### config.mk
export PLATFORM = sky130hd
export DESIGN_NAME = rle_escape_stream_encoder_unit
export DESIGN_NICKNAME = d
export VERILOG_FILES = /design/src/hdl/rlee_pkg.sv /design/src/hdl/rlee_front.sv /design/src/hdl/rlee_queue.sv /design/src/hdl/rlee_back.sv /design/src/hdl/rle_escape_stream_encoder_unit.sv
export SDC_FILE = /design/constraint.sdc
export NUM_CORES = 1
export LEC_CHECK = 0
export BUFFER_PORTS_ARGS = -buffer_cell sky130_fd_sc_hd__buf_2
export CORE_AREA = 3 3 184 168
export DETAILED_ROUTE_END_ITERATION = 8
export DIE_AREA = 0 0 187 171
export MAX_ROUTING_LAYER = met4
export PLACE_DENSITY = 0.6
export SLEW_MARGIN = 20
export SYNTH_ARGS = -nofsm -noshare
export SYNTH_HDL_FRONTEND = slang
export SYNTH_SLANG_ARGS = --single-unit
### constraint.sdc
create_clock -name clk -period 12.42 [get_ports clk]
set_input_delay 1.863 -clock clk [delete_from_list [all_inputs] [get_ports clk]]
set_output_delay 1.863 -clock clk [all_outputs]
set_load 0.01 [all_outputs]
### src/hdl/rlee_pkg.sv
// Shared types and constants for the run-length escape stream encoder.
`timescale 1ns / 1ps

package rlee_pkg;

    // Longest run held before it is released: a match past this count starts a new run
    localparam logic [4:0] RUN_LIMIT = 5'd31;

    // Most bytes a single input transaction can produce
    localparam int MAX_BYTES = 5;
    localparam int CNT_W     = $clog2(MAX_BYTES + 1);
    localparam int IDX_W     = $clog2(MAX_BYTES);

    // Queue between front and back
    localparam int QDEPTH = 4;
    localparam int QAW    = $clog2(QDEPTH);

    // Input item kinds
    typedef enum logic [1:0] {
        OP_DATA  = 2'd0,
        OP_FLUSH = 2'd1,
        OP_CTRL  = 2'd2,
        OP_NONE  = 2'd3
    } op_t;

    // Configuration register indexes
    localparam logic [1:0] REG_ENCODE_ENABLE = 2'd0;
    localparam logic [1:0] REG_ESCAPE_BYTE   = 2'd1;
    localparam logic [1:0] REG_IN_DATA_CODE  = 2'd2;

    typedef struct packed {
        logic       encode_enable;
        logic [7:0] escape_byte;
        logic [7:0] in_data_code;
    } cfg_t;

    // Byte sequence produced by one input transaction
    typedef struct packed {
        logic [MAX_BYTES-1:0][7:0] bytes;
        logic [CNT_W-1:0]          cnt;
    } desc_t;

    // Front to queue write side
    typedef struct packed {
        logic  push;
        desc_t desc;
    } qwr_t;

    // Queue read side to back
    typedef struct packed {
        logic  valid;
        desc_t desc;
    } qrd_t;

endpackage

### src/hdl/rlee_front.sv
// Front end: accepts input items, tracks the pending run, builds byte sequences.
`timescale 1ns / 1ps

module rlee_front
    import rlee_pkg::*;
(
    input  logic       clk,
    input  logic       rst_n,
    input  cfg_t       cfg,
    input  logic       in_valid,
    output logic       in_ready,
    input  logic [1:0] in_op,
    input  logic [7:0] in_byte,
    input  logic       q_full,
    output qwr_t       qwr
);

    logic       pend_valid_reg, pend_valid_next;
    logic [7:0] pend_byte_reg, pend_byte_next;
    logic [4:0] extra_reg, extra_next;

    logic                      accept;
    op_t                       op;
    logic                      do_release;
    logic [CNT_W-1:0]          rel_n;
    logic [MAX_BYTES-1:0][7:0] rel;
    logic [1:0]                tail_n;
    logic [7:0]                tail0, tail1;
    logic [CNT_W-1:0]          total;
    logic [MAX_BYTES-1:0][7:0] seq;

    assign in_ready = !q_full;
    assign accept   = in_valid && in_ready;
    assign op       = op_t'(in_op);

    // Classify the item and work out release and tail bytes
    always_comb
    begin
        pend_valid_next = pend_valid_reg;
        pend_byte_next  = pend_byte_reg;
        extra_next      = extra_reg;
        do_release      = 1'b0;
        tail_n          = 2'd0;
        tail0           = cfg.escape_byte;
        tail1           = in_byte;
        if (!cfg.encode_enable)
        begin
            // pass-through; a held run stays untouched
            if (op == OP_DATA || op == OP_CTRL)
            begin
                tail_n = 2'd1;
                tail0  = in_byte;
            end
        end
        else
        begin
            unique case (op)
                OP_DATA:
                begin
                    if (pend_valid_reg && in_byte == pend_byte_reg && extra_reg < RUN_LIMIT)
                    begin
                        extra_next = extra_reg + 5'd1;
                    end
                    else
                    begin
                        do_release = 1'b1;
                        if (in_byte == cfg.escape_byte)
                        begin
                            tail_n          = 2'd2;
                            tail1           = cfg.in_data_code;
                            pend_valid_next = 1'b0;
                            pend_byte_next  = 8'd0;
                            extra_next      = 5'd0;
                        end
                        else
                        begin
                            pend_valid_next = 1'b1;
                            pend_byte_next  = in_byte;
                            extra_next      = 5'd0;
                        end
                    end
                end
                OP_FLUSH:
                begin
                    do_release      = 1'b1;
                    pend_valid_next = 1'b0;
                    pend_byte_next  = 8'd0;
                    extra_next      = 5'd0;
                end
                OP_CTRL:
                begin
                    do_release      = 1'b1;
                    tail_n          = 2'd2;
                    pend_valid_next = 1'b0;
                    pend_byte_next  = 8'd0;
                    extra_next      = 5'd0;
                end
                OP_NONE:
                begin
                end
                default:
                begin
                end
            endcase
        end
    end

    // Bytes that release the pending run
    always_comb
    begin
        rel   = '0;
        rel_n = '0;
        if (do_release && pend_valid_reg)
        begin
            if (extra_reg == 5'd0)
            begin
                rel_n  = CNT_W'(1);
                rel[0] = pend_byte_reg;
            end
            else if (extra_reg == 5'd1)
            begin
                rel_n  = CNT_W'(2);
                rel[0] = pend_byte_reg;
                rel[1] = pend_byte_reg;
            end
            else
            begin
                rel_n  = CNT_W'(3);
                rel[0] = cfg.escape_byte;
                rel[1] = {3'b000, extra_reg};
                rel[2] = pend_byte_reg;
            end
        end
    end

    // Merge release bytes and tail bytes into one sequence
    always_comb
    begin
        total = rel_n + CNT_W'(tail_n);
        seq   = '0;
        for (int i = 0; i < MAX_BYTES; i++)
        begin
            if (CNT_W'(i) < rel_n)
                seq[i] = rel[i];
            else if (CNT_W'(i) == rel_n)
                seq[i] = tail0;
            else if (CNT_W'(i) == rel_n + CNT_W'(1))
                seq[i] = tail1;
        end
    end

    assign qwr.push       = accept && (total != '0);
    assign qwr.desc.bytes = seq;
    assign qwr.desc.cnt   = total;

    // Pending run state
    always_ff @(posedge clk or negedge rst_n)
    begin
        if (!rst_n)
        begin
            pend_valid_reg <= 1'b0;
            pend_byte_reg  <= 8'd0;
            extra_reg      <= 5'd0;
        end
        else if (accept)
        begin
            pend_valid_reg <= pend_valid_next;
            pend_byte_reg  <= pend_byte_next;
            extra_reg      <= extra_next;
        end
    end

endmodule

### src/hdl/rlee_queue.sv
// Short FIFO of byte sequences between front and back.
`timescale 1ns / 1ps

module rlee_queue
    import rlee_pkg::*;
(
    input  logic clk,
    input  logic rst_n,
    input  qwr_t qwr,
    output logic full,
    output qrd_t qrd,
    input  logic pop
);

    desc_t          mem_reg [QDEPTH];
    logic [QAW-1:0] wr_ptr_reg, rd_ptr_reg;
    logic [QAW:0]   count_reg;
    logic           do_push, do_pop;

    assign full      = (count_reg == (QAW+1)'(QDEPTH));
    assign qrd.valid = (count_reg != '0);
    assign qrd.desc  = mem_reg[rd_ptr_reg];
    assign do_push   = qwr.push && !full;
    assign do_pop    = pop && qrd.valid;

    // Entry storage
    always_ff @(posedge clk)
    begin
        if (do_push)
            mem_reg[wr_ptr_reg] <= qwr.desc;
    end

    // Pointers and fill count
    always_ff @(posedge clk or negedge rst_n)
    begin
        if (!rst_n)
        begin
            wr_ptr_reg <= '0;
            rd_ptr_reg <= '0;
            count_reg  <= '0;
        end
        else
        begin
            if (do_push)
                wr_ptr_reg <= wr_ptr_reg + QAW'(1);
            if (do_pop)
                rd_ptr_reg <= rd_ptr_reg + QAW'(1);
            if (do_push && !do_pop)
                count_reg <= count_reg + (QAW+1)'(1);
            else if (do_pop && !do_push)
                count_reg <= count_reg - (QAW+1)'(1);
        end
    end

endmodule

### src/hdl/rlee_back.sv
// Back end: serializes queued byte sequences onto the output stream.
`timescale 1ns / 1ps

module rlee_back
    import rlee_pkg::*;
(
    input  logic       clk,
    input  logic       rst_n,
    input  qrd_t       qrd,
    output logic       pop,
    output logic       out_valid,
    input  logic       out_ready,
    output logic [7:0] out_byte,
    output logic       out_last
);

    logic [IDX_W-1:0] idx_reg, idx_next;
    logic             valid_reg, valid_next;
    logic [7:0]       byte_reg;
    logic             last_reg;
    logic             load;
    logic             is_last;

    assign load    = qrd.valid && (!valid_reg || out_ready);
    assign is_last = (CNT_W'(idx_reg) == qrd.desc.cnt - CNT_W'(1));
    assign pop     = load && is_last;

    // Next byte index and output valid
    always_comb
    begin
        idx_next   = idx_reg;
        valid_next = valid_reg;
        if (load)
        begin
            valid_next = 1'b1;
            idx_next   = is_last ? '0 : idx_reg + IDX_W'(1);
        end
        else if (out_ready)
        begin
            valid_next = 1'b0;
        end
    end

    always_ff @(posedge clk or negedge rst_n)
    begin
        if (!rst_n)
        begin
            idx_reg   <= '0;
            valid_reg <= 1'b0;
        end
        else
        begin
            idx_reg   <= idx_next;
            valid_reg <= valid_next;
        end
    end

    // Output payload register
    always_ff @(posedge clk)
    begin
        if (load)
        begin
            byte_reg <= qrd.desc.bytes[idx_reg];
            last_reg <= is_last;
        end
    end

    assign out_valid = valid_reg;
    assign out_byte  = byte_reg;
    assign out_last  = last_reg;

endmodule

### src/hdl/rle_escape_stream_encoder_unit.sv
// Top level of the run-length escape stream encoder.
`timescale 1ns / 1ps

// Accepts one input transaction per cycle while the four-entry sequence queue
// has room; each input yields zero to five output bytes, and the back end
// drives one output byte per cycle while the receiver is ready, so throughput
// is bounded by the output side. Configuration writes take effect at the
// next clock edge and are meant to be done while the block is idle.
module rle_escape_stream_encoder_unit
    import rlee_pkg::*;
(
    input  logic       clk,
    input  logic       rst_n,
    // configuration write port
    input  logic       cfg_we,
    input  logic [1:0] cfg_index,
    input  logic [7:0] cfg_data,
    // input stream
    input  logic       s_axis_tvalid,
    output logic       s_axis_tready,
    input  logic [7:0] s_axis_tdata,   // [7:0] data_byte
    input  logic [1:0] s_axis_tuser,   // [1:0] op
    // output stream
    output logic       m_axis_tvalid,
    input  logic       m_axis_tready,
    output logic [7:0] m_axis_tdata,   // [7:0] out_byte
    output logic       m_axis_tlast
);

    cfg_t cfg_reg;
    qwr_t qwr;
    qrd_t qrd;
    logic q_full;
    logic q_pop;

    // Configuration registers
    always_ff @(posedge clk or negedge rst_n)
    begin
        if (!rst_n)
        begin
            cfg_reg <= '0;
        end
        else if (cfg_we)
        begin
            unique case (cfg_index)
                REG_ENCODE_ENABLE: cfg_reg.encode_enable <= cfg_data[0];
                REG_ESCAPE_BYTE:   cfg_reg.escape_byte   <= cfg_data;
                REG_IN_DATA_CODE:  cfg_reg.in_data_code  <= cfg_data;
                default:
                begin
                end
            endcase
        end
    end

    rlee_front u_front
    (
        .clk      (clk),
        .rst_n    (rst_n),
        .cfg      (cfg_reg),
        .in_valid (s_axis_tvalid),
        .in_ready (s_axis_tready),
        .in_op    (s_axis_tuser),
        .in_byte  (s_axis_tdata),
        .q_full   (q_full),
        .qwr      (qwr)
    );

    rlee_queue u_queue
    (
        .clk   (clk),
        .rst_n (rst_n),
        .qwr   (qwr),
        .full  (q_full),
        .qrd   (qrd),
        .pop   (q_pop)
    );

    rlee_back u_back
    (
        .clk       (clk),
        .rst_n     (rst_n),
        .qrd       (qrd),
        .pop       (q_pop),
        .out_valid (m_axis_tvalid),
        .out_ready (m_axis_tready),
        .out_byte  (m_axis_tdata),
        .out_last  (m_axis_tlast)
    );

endmodule

-- Word-level counts from Yosys, hierarchy flattened
Memory sizes are Yosys's and may differ from the RTL's.
Index checks and enable logic that the tools add are counted.
- add/sub/neg operators: 9
- equality and inequality tests: 18
- muxes and demuxes: 54
- order comparisons: 7
- reductions and logical operators: 33
- operator list (kind ; count):
    2-to-1 mux 8 bit ; 26
    2-to-1 mux 16 bit ; 2
    binary-select mux 8 bit (select 3 bit) ; 1
    2-to-1 mux 24 bit ; 1
    == test 8 bit ; 2
    one-hot mux 8 bit (2 select lines) ; 1
    2-to-1 mux 3 bit ; 5
    == test 2 x 3 -> 1 bit (first input constant) ; 4
    logical AND 1 bit ; 11
    2-to-1 mux 1 bit ; 10
    one-hot mux 5 bit (2 select lines) ; 1
    adder 3 x 1 -> 3 bit (second input constant) ; 3
    == test 1 x 3 -> 1 bit (first input constant) ; 2
    == test 3 bit (first input constant) ; 2
    zero test 3 bit ; 2
    < comparator 1 x 3 -> 1 bit (first input constant) ; 2
    < comparator 2 x 3 -> 1 bit (first input constant) ; 2
    2-to-1 mux 2 bit ; 3
    AND reduction 2 bit ; 3
    nonzero test 2 bit ; 3
    nonzero test 3 bit ; 2
    subtractor 3 x 1 -> 3 bit (second input constant) ; 2
    adder 5 x 1 -> 5 bit (second input constant) ; 1
    == test 5 x 1 -> 1 bit (second input constant) ; 1
    other kinds (20) ; 29
- bits in writable memories: 172
- output and inout port bits: 11
- word-level logic and storage cells: 135
- memories: 1
- register bits after elaboration: 51
- input bits: 25
- memory list (name ; words ; bits a word ; rd ports ; clocked after Yosys merged registers in ; wr ports ; line ; source):
    u_queue.mem_reg ; 4 ; 43 ; 1 ; 0 ; 1 ; rlee_queue.sv:15 ; desc_t mem_reg [QDEPTH];

-- Logic depth before layout (Yosys ltp)
- depth in word-level cells: 16
- gate-level depth with buffers: 16
- depth with buffers taken out: 14

-- Modules after synthesis
From an unflattened synthesis, not the netlist that was laid out.
- cell total of the unflattened synthesis: 632
- area total of the unflattened synthesis: 10174.8 µm²
- modules (own cells, without submodules) (module ; area each (µm²) ; instances ; seq. area each (µm²) ; cells each):
    rlee_queue ; 6690.2 ; 1 ; 5340.1 ; 260
    rlee_front ; 1928.1 ; 1 ; 350.3 ; 261
    rlee_back ; 892.1 ; 1 ; 370.4 ; 74
    rle_escape_stream_encoder_unit ; 664.4 ; 1 ; 425.4 ; 37

-- Least setup slack after synthesis
Ideal clock, no wire load.
- kind: input -> register
- start: in s_axis_tdata[2]
- end: mem u_queue.mem_reg[0][0] (netlist bit) (enable)
- setup time: 0.405 ns
- arrival time: 5.267 ns
- setup slack: 6.748 ns
- buffers on the path: 2
- stages: 11
- data required time: 12.015 ns
- cells stage by stage: buf_4 > xnor2_1 > nand4_2 > nor4_4 > or4_4 > buf_2 > nor2_1 > ha_1 > fa_1 > o311a_1 > and2_1
- RTL lines (element ; line ; source):
    from (decl) ; rle_escape_stream_encoder_unit.sv:21 ; input logic [7:0] s_axis_tdata,
    to (decl) ; rlee_queue.sv:15 ;

==> summary.md <==
| Metric | Value |
|---|---|
| Status | finished clean |
| Num rows | 59 |
| Leak Pwr | 4.05 nW |
| Post-CTS Setup Inserts | 0 |
| Core area | 29000 µm² |
| Die area | 32000 µm² |
| Setup crit start kind | primary input |
| Worst Path Buf+Inv | 2 |
| Fin nets | 739 |
| Ant diodes | 0 |
| Post_cts resized | 0 |
| Clk root buf | clkbuf_16 |
| Maximum VDD drop | 0.133 mV |
| Hold Crit Class | register to register |
| Synth top area share | 53.3% |
| Total power | 0.00227 W |
| Max incr delay on CP | 0.52 ns |
| Worst Path Arrival | 5.59 ns |
| Max_cap viols | 0 |
| Global route overflow | 0 |
| Max reg flops | 172 |
| Worst EP required | 12.83 ns |
| Most frequent cells in the layout | 181 x edfxtp_1, 58 x nand2_1, 43 x mux4_2, 40 x dfrtp_1, 39 x nor2_1 |
| Critical setup path kind | primary input to register |
| Setup_tns | 0 ns |
| Sequential-to-total area share from yosys stat | 63.6% |
| Clock Path Buffers | 3 |
| Most common cell after layout, fill and taps aside | edfxtp_1 |
| Fin crit period | 5.18 ns |
| # fillers | 2663 |
| RD Place Congestion | 0.793 |
| Least-Margin Pin Slew | 0.908 ns |
| Pin count of the biggest net entering global routing | 45 |
| # IOs | 36 |
| Vias per cell | 5.05 |
| F_max | 0.193 GHz |
| Mapped Area | 10200 µm² |
| Post-Syn Area per Cell | 15.3 µm² |
| Vias in the first global route | 5576 |
| DR pass1 iterations | 5 |
| Synthesis Warnings | 0 |
| Final hold vios | 0 |
| CP max stage cell | nor4_4 |
| Max-slew violations | 0 |
| CTS tree | yes |
| Clock Sinks | 223 |
| RSZ-0062 raised after global routing | no |
| Top FF cell, synth | edfxtp_1 |
| Final wirelength | 21.6 mm |
| Mean routed wirelength per cell | 19.5 µm |
| TritonCTS buffer count | 23 |
| Asr flop ratio synth | 18.8% |
| Post-synth top area cell | edfxtp_1 |
| ANT nets after route | 0 |
| Period utilisation layout | 41.7% |
| Pwr dens | 199 nW/µm² |
| Port Buffers | 35 |
| Die Wd | 187 µm |
| Via Count | 5616 |
| 1st-iter DRT viols | 557 |
| CTS H-Tree Depth | 1 |
| Synth cell types | 56 |
| Relative slew slack | 39.0% |
| Share of layout cells above drive strength 1 | 24.2% |
| Residual DRC | 0 |
| Clock latency on the worst-skew pair | 0.52 ns |
| Die height | 171 µm |
| Critical path endpoint category | register |
| Number of synthesized flops with an enable pin | 181 |
| Delay-heaviest family, CP | adder cells |
| Hold_buf cts | 0 |
| Clock slew at reported path FFs | 0.06 ns |
| First-pass GRT wire length | 34.3 mm |
| Final setup fails | 0 |
| Initial antenna violation count | 0 |
| Syn nets | 707 |
| Top post-synthesis cells by area | edfxtp_1 53%, dfrtp_1 10%, mux4_2 9.5% |
| Syn Inst Count | 666 |
| Synth-to-layout area growth | 12.1% |
| R2r setup slk | 8.27 ns |
| Initial Util | 35.2% |
| Crit-path cells | buf_2 > xnor2_1 > o211ai_2 > nor4_4 > or4_4 > nor2_1 > ha_1 > fa_1 > o311a_1 > ha_1 > inv_1 > fa_1 > mux2_2 |
| Synth Register Bits | 223 |
| Crit-path max FO | 22 |
| GRT Overall Usage | 14.2% |
| Worst Skew | 0.0145 ns |
| HPWL Detailed | 14.2 mm |
-- cells by family (layout without fill, tap and decap cells) --
kind of cell    after synthesis  count (layout)  share of synthesized area [%]
flops                       223             223                           63.6
compound gates               98              98                           6.22
fa+ha+maj                    16              16                           2.11
buf+inv                      58             107                           2.96
mux                         102             102                           16.0
xor+xnor                     26              26                           2.23
simple gates                143             143                           6.92
-- synthesized netlist by cell type (all sizes together), types with 5 or more instances --
| cell type | count |
|---|---|
| a21oi | 30 |
| a22o | 8 |
| and2 | 5 |
| and3 | 8 |
| buf | 20 |
| clkbuf | 22 |
| dfrtp | 42 |
| edfxtp | 181 |
| ha | 14 |
| inv | 16 |
| mux2 | 26 |
| mux2i | 33 |
| mux4 | 43 |
| nand2 | 58 |
| nand2b | 7 |
| nand3 | 6 |
| nor2 | 39 |
| nor3 | 7 |
| o21ai | 26 |
| o22ai | 8 |
| xnor2 | 24 |
-- metrics by stage --
| step | utilization [%] | hold slack, ns | instance area [µm²] | std cells | setup slack [ns] |
|---|---|---|---|---|---|
| global placement | 37.0 | 0.478 | 10700 | 1069 | 6.73 |
| detailed placement | 37.0 | 0.494 | 10700 | 1069 | 6.66 |
| global route | 39.4 | 0.534 | 11400 | 1111 | 6.88 |
| floorplan | - | 0.464 | 10200 | 666 | 6.75 |
| finish | 39.4 | 0.500 | 11400 | 1111 | 7.24 |
| CTS | 39.4 | 0.507 | 11400 | 1111 | 7.21 |
-- final cells by class --
class | count | area, µm² | area share (%)
Inverter | 16 | 60.1 | 0.525
Multi-Input combinational cell | 385 | 3420 | 29.9
Timing Repair Buffer | 49 | 280 | 2.45
Clock buffer | 32 | 629 | 5.50
Tap cell | 396 | 495 | 4.33
Clock inverter | 10 | 61.3 | 0.536
Sequential cell | 223 | 6490 | 56.7
-- where the power goes --
| group | internal, W | switching, W | total [W] |
|---|---|---|---|
| clock network | 0.000356 | 0.000278 | 0.000634 |
| logic | 0.000287 | 0.000348 | 0.000635 |
| registers | 0.000937 | 0.0000661 | 0.00100 |
| total | 0.00158 | 0.000692 | 0.00227 |
-- final timing paths --
kind	startpoint	to	cells after the start
worst min-delay path	u_back.out_valid	u_back.out_valid	2
min in group asynchronous	rst_n	u_back.idx_reg[0]	2
max in group asynchronous	rst_n	u_front.pend_byte_reg[2]	2
worst max register to register	u_front.pend_byte_reg[6]	u_queue.count_reg[1]	12
worst min register to register	u_back.out_valid	u_back.out_valid	2
worst max-delay path	s_axis_tdata[6]	u_queue.count_reg[1]	13
-- worst reg2reg max path: cells and delay by family, from the launching register on --
family	cells	cell delay (ns)
AO/OA/AOI/OAI	2	0.64
XOR/XNOR	1	0.27
adder cells (fa/ha/maj)	4	1.35
buffers and inverters	1	0.07
flip-flops	1	0.46
multiplexers	1	0.27
AND/OR/NAND/NOR	3	0.98
-- per-layer routing --
layer	vias to the layer above	share of wire [%]	GRT usage, %
met5	-	0	-
met3	24	4.8	1.84
li1	2604	-	-
met2	145	42	20.0
met1	2843	52	22.0
met4	0	1.6	2.92
(Power assumes the default switching activity.)
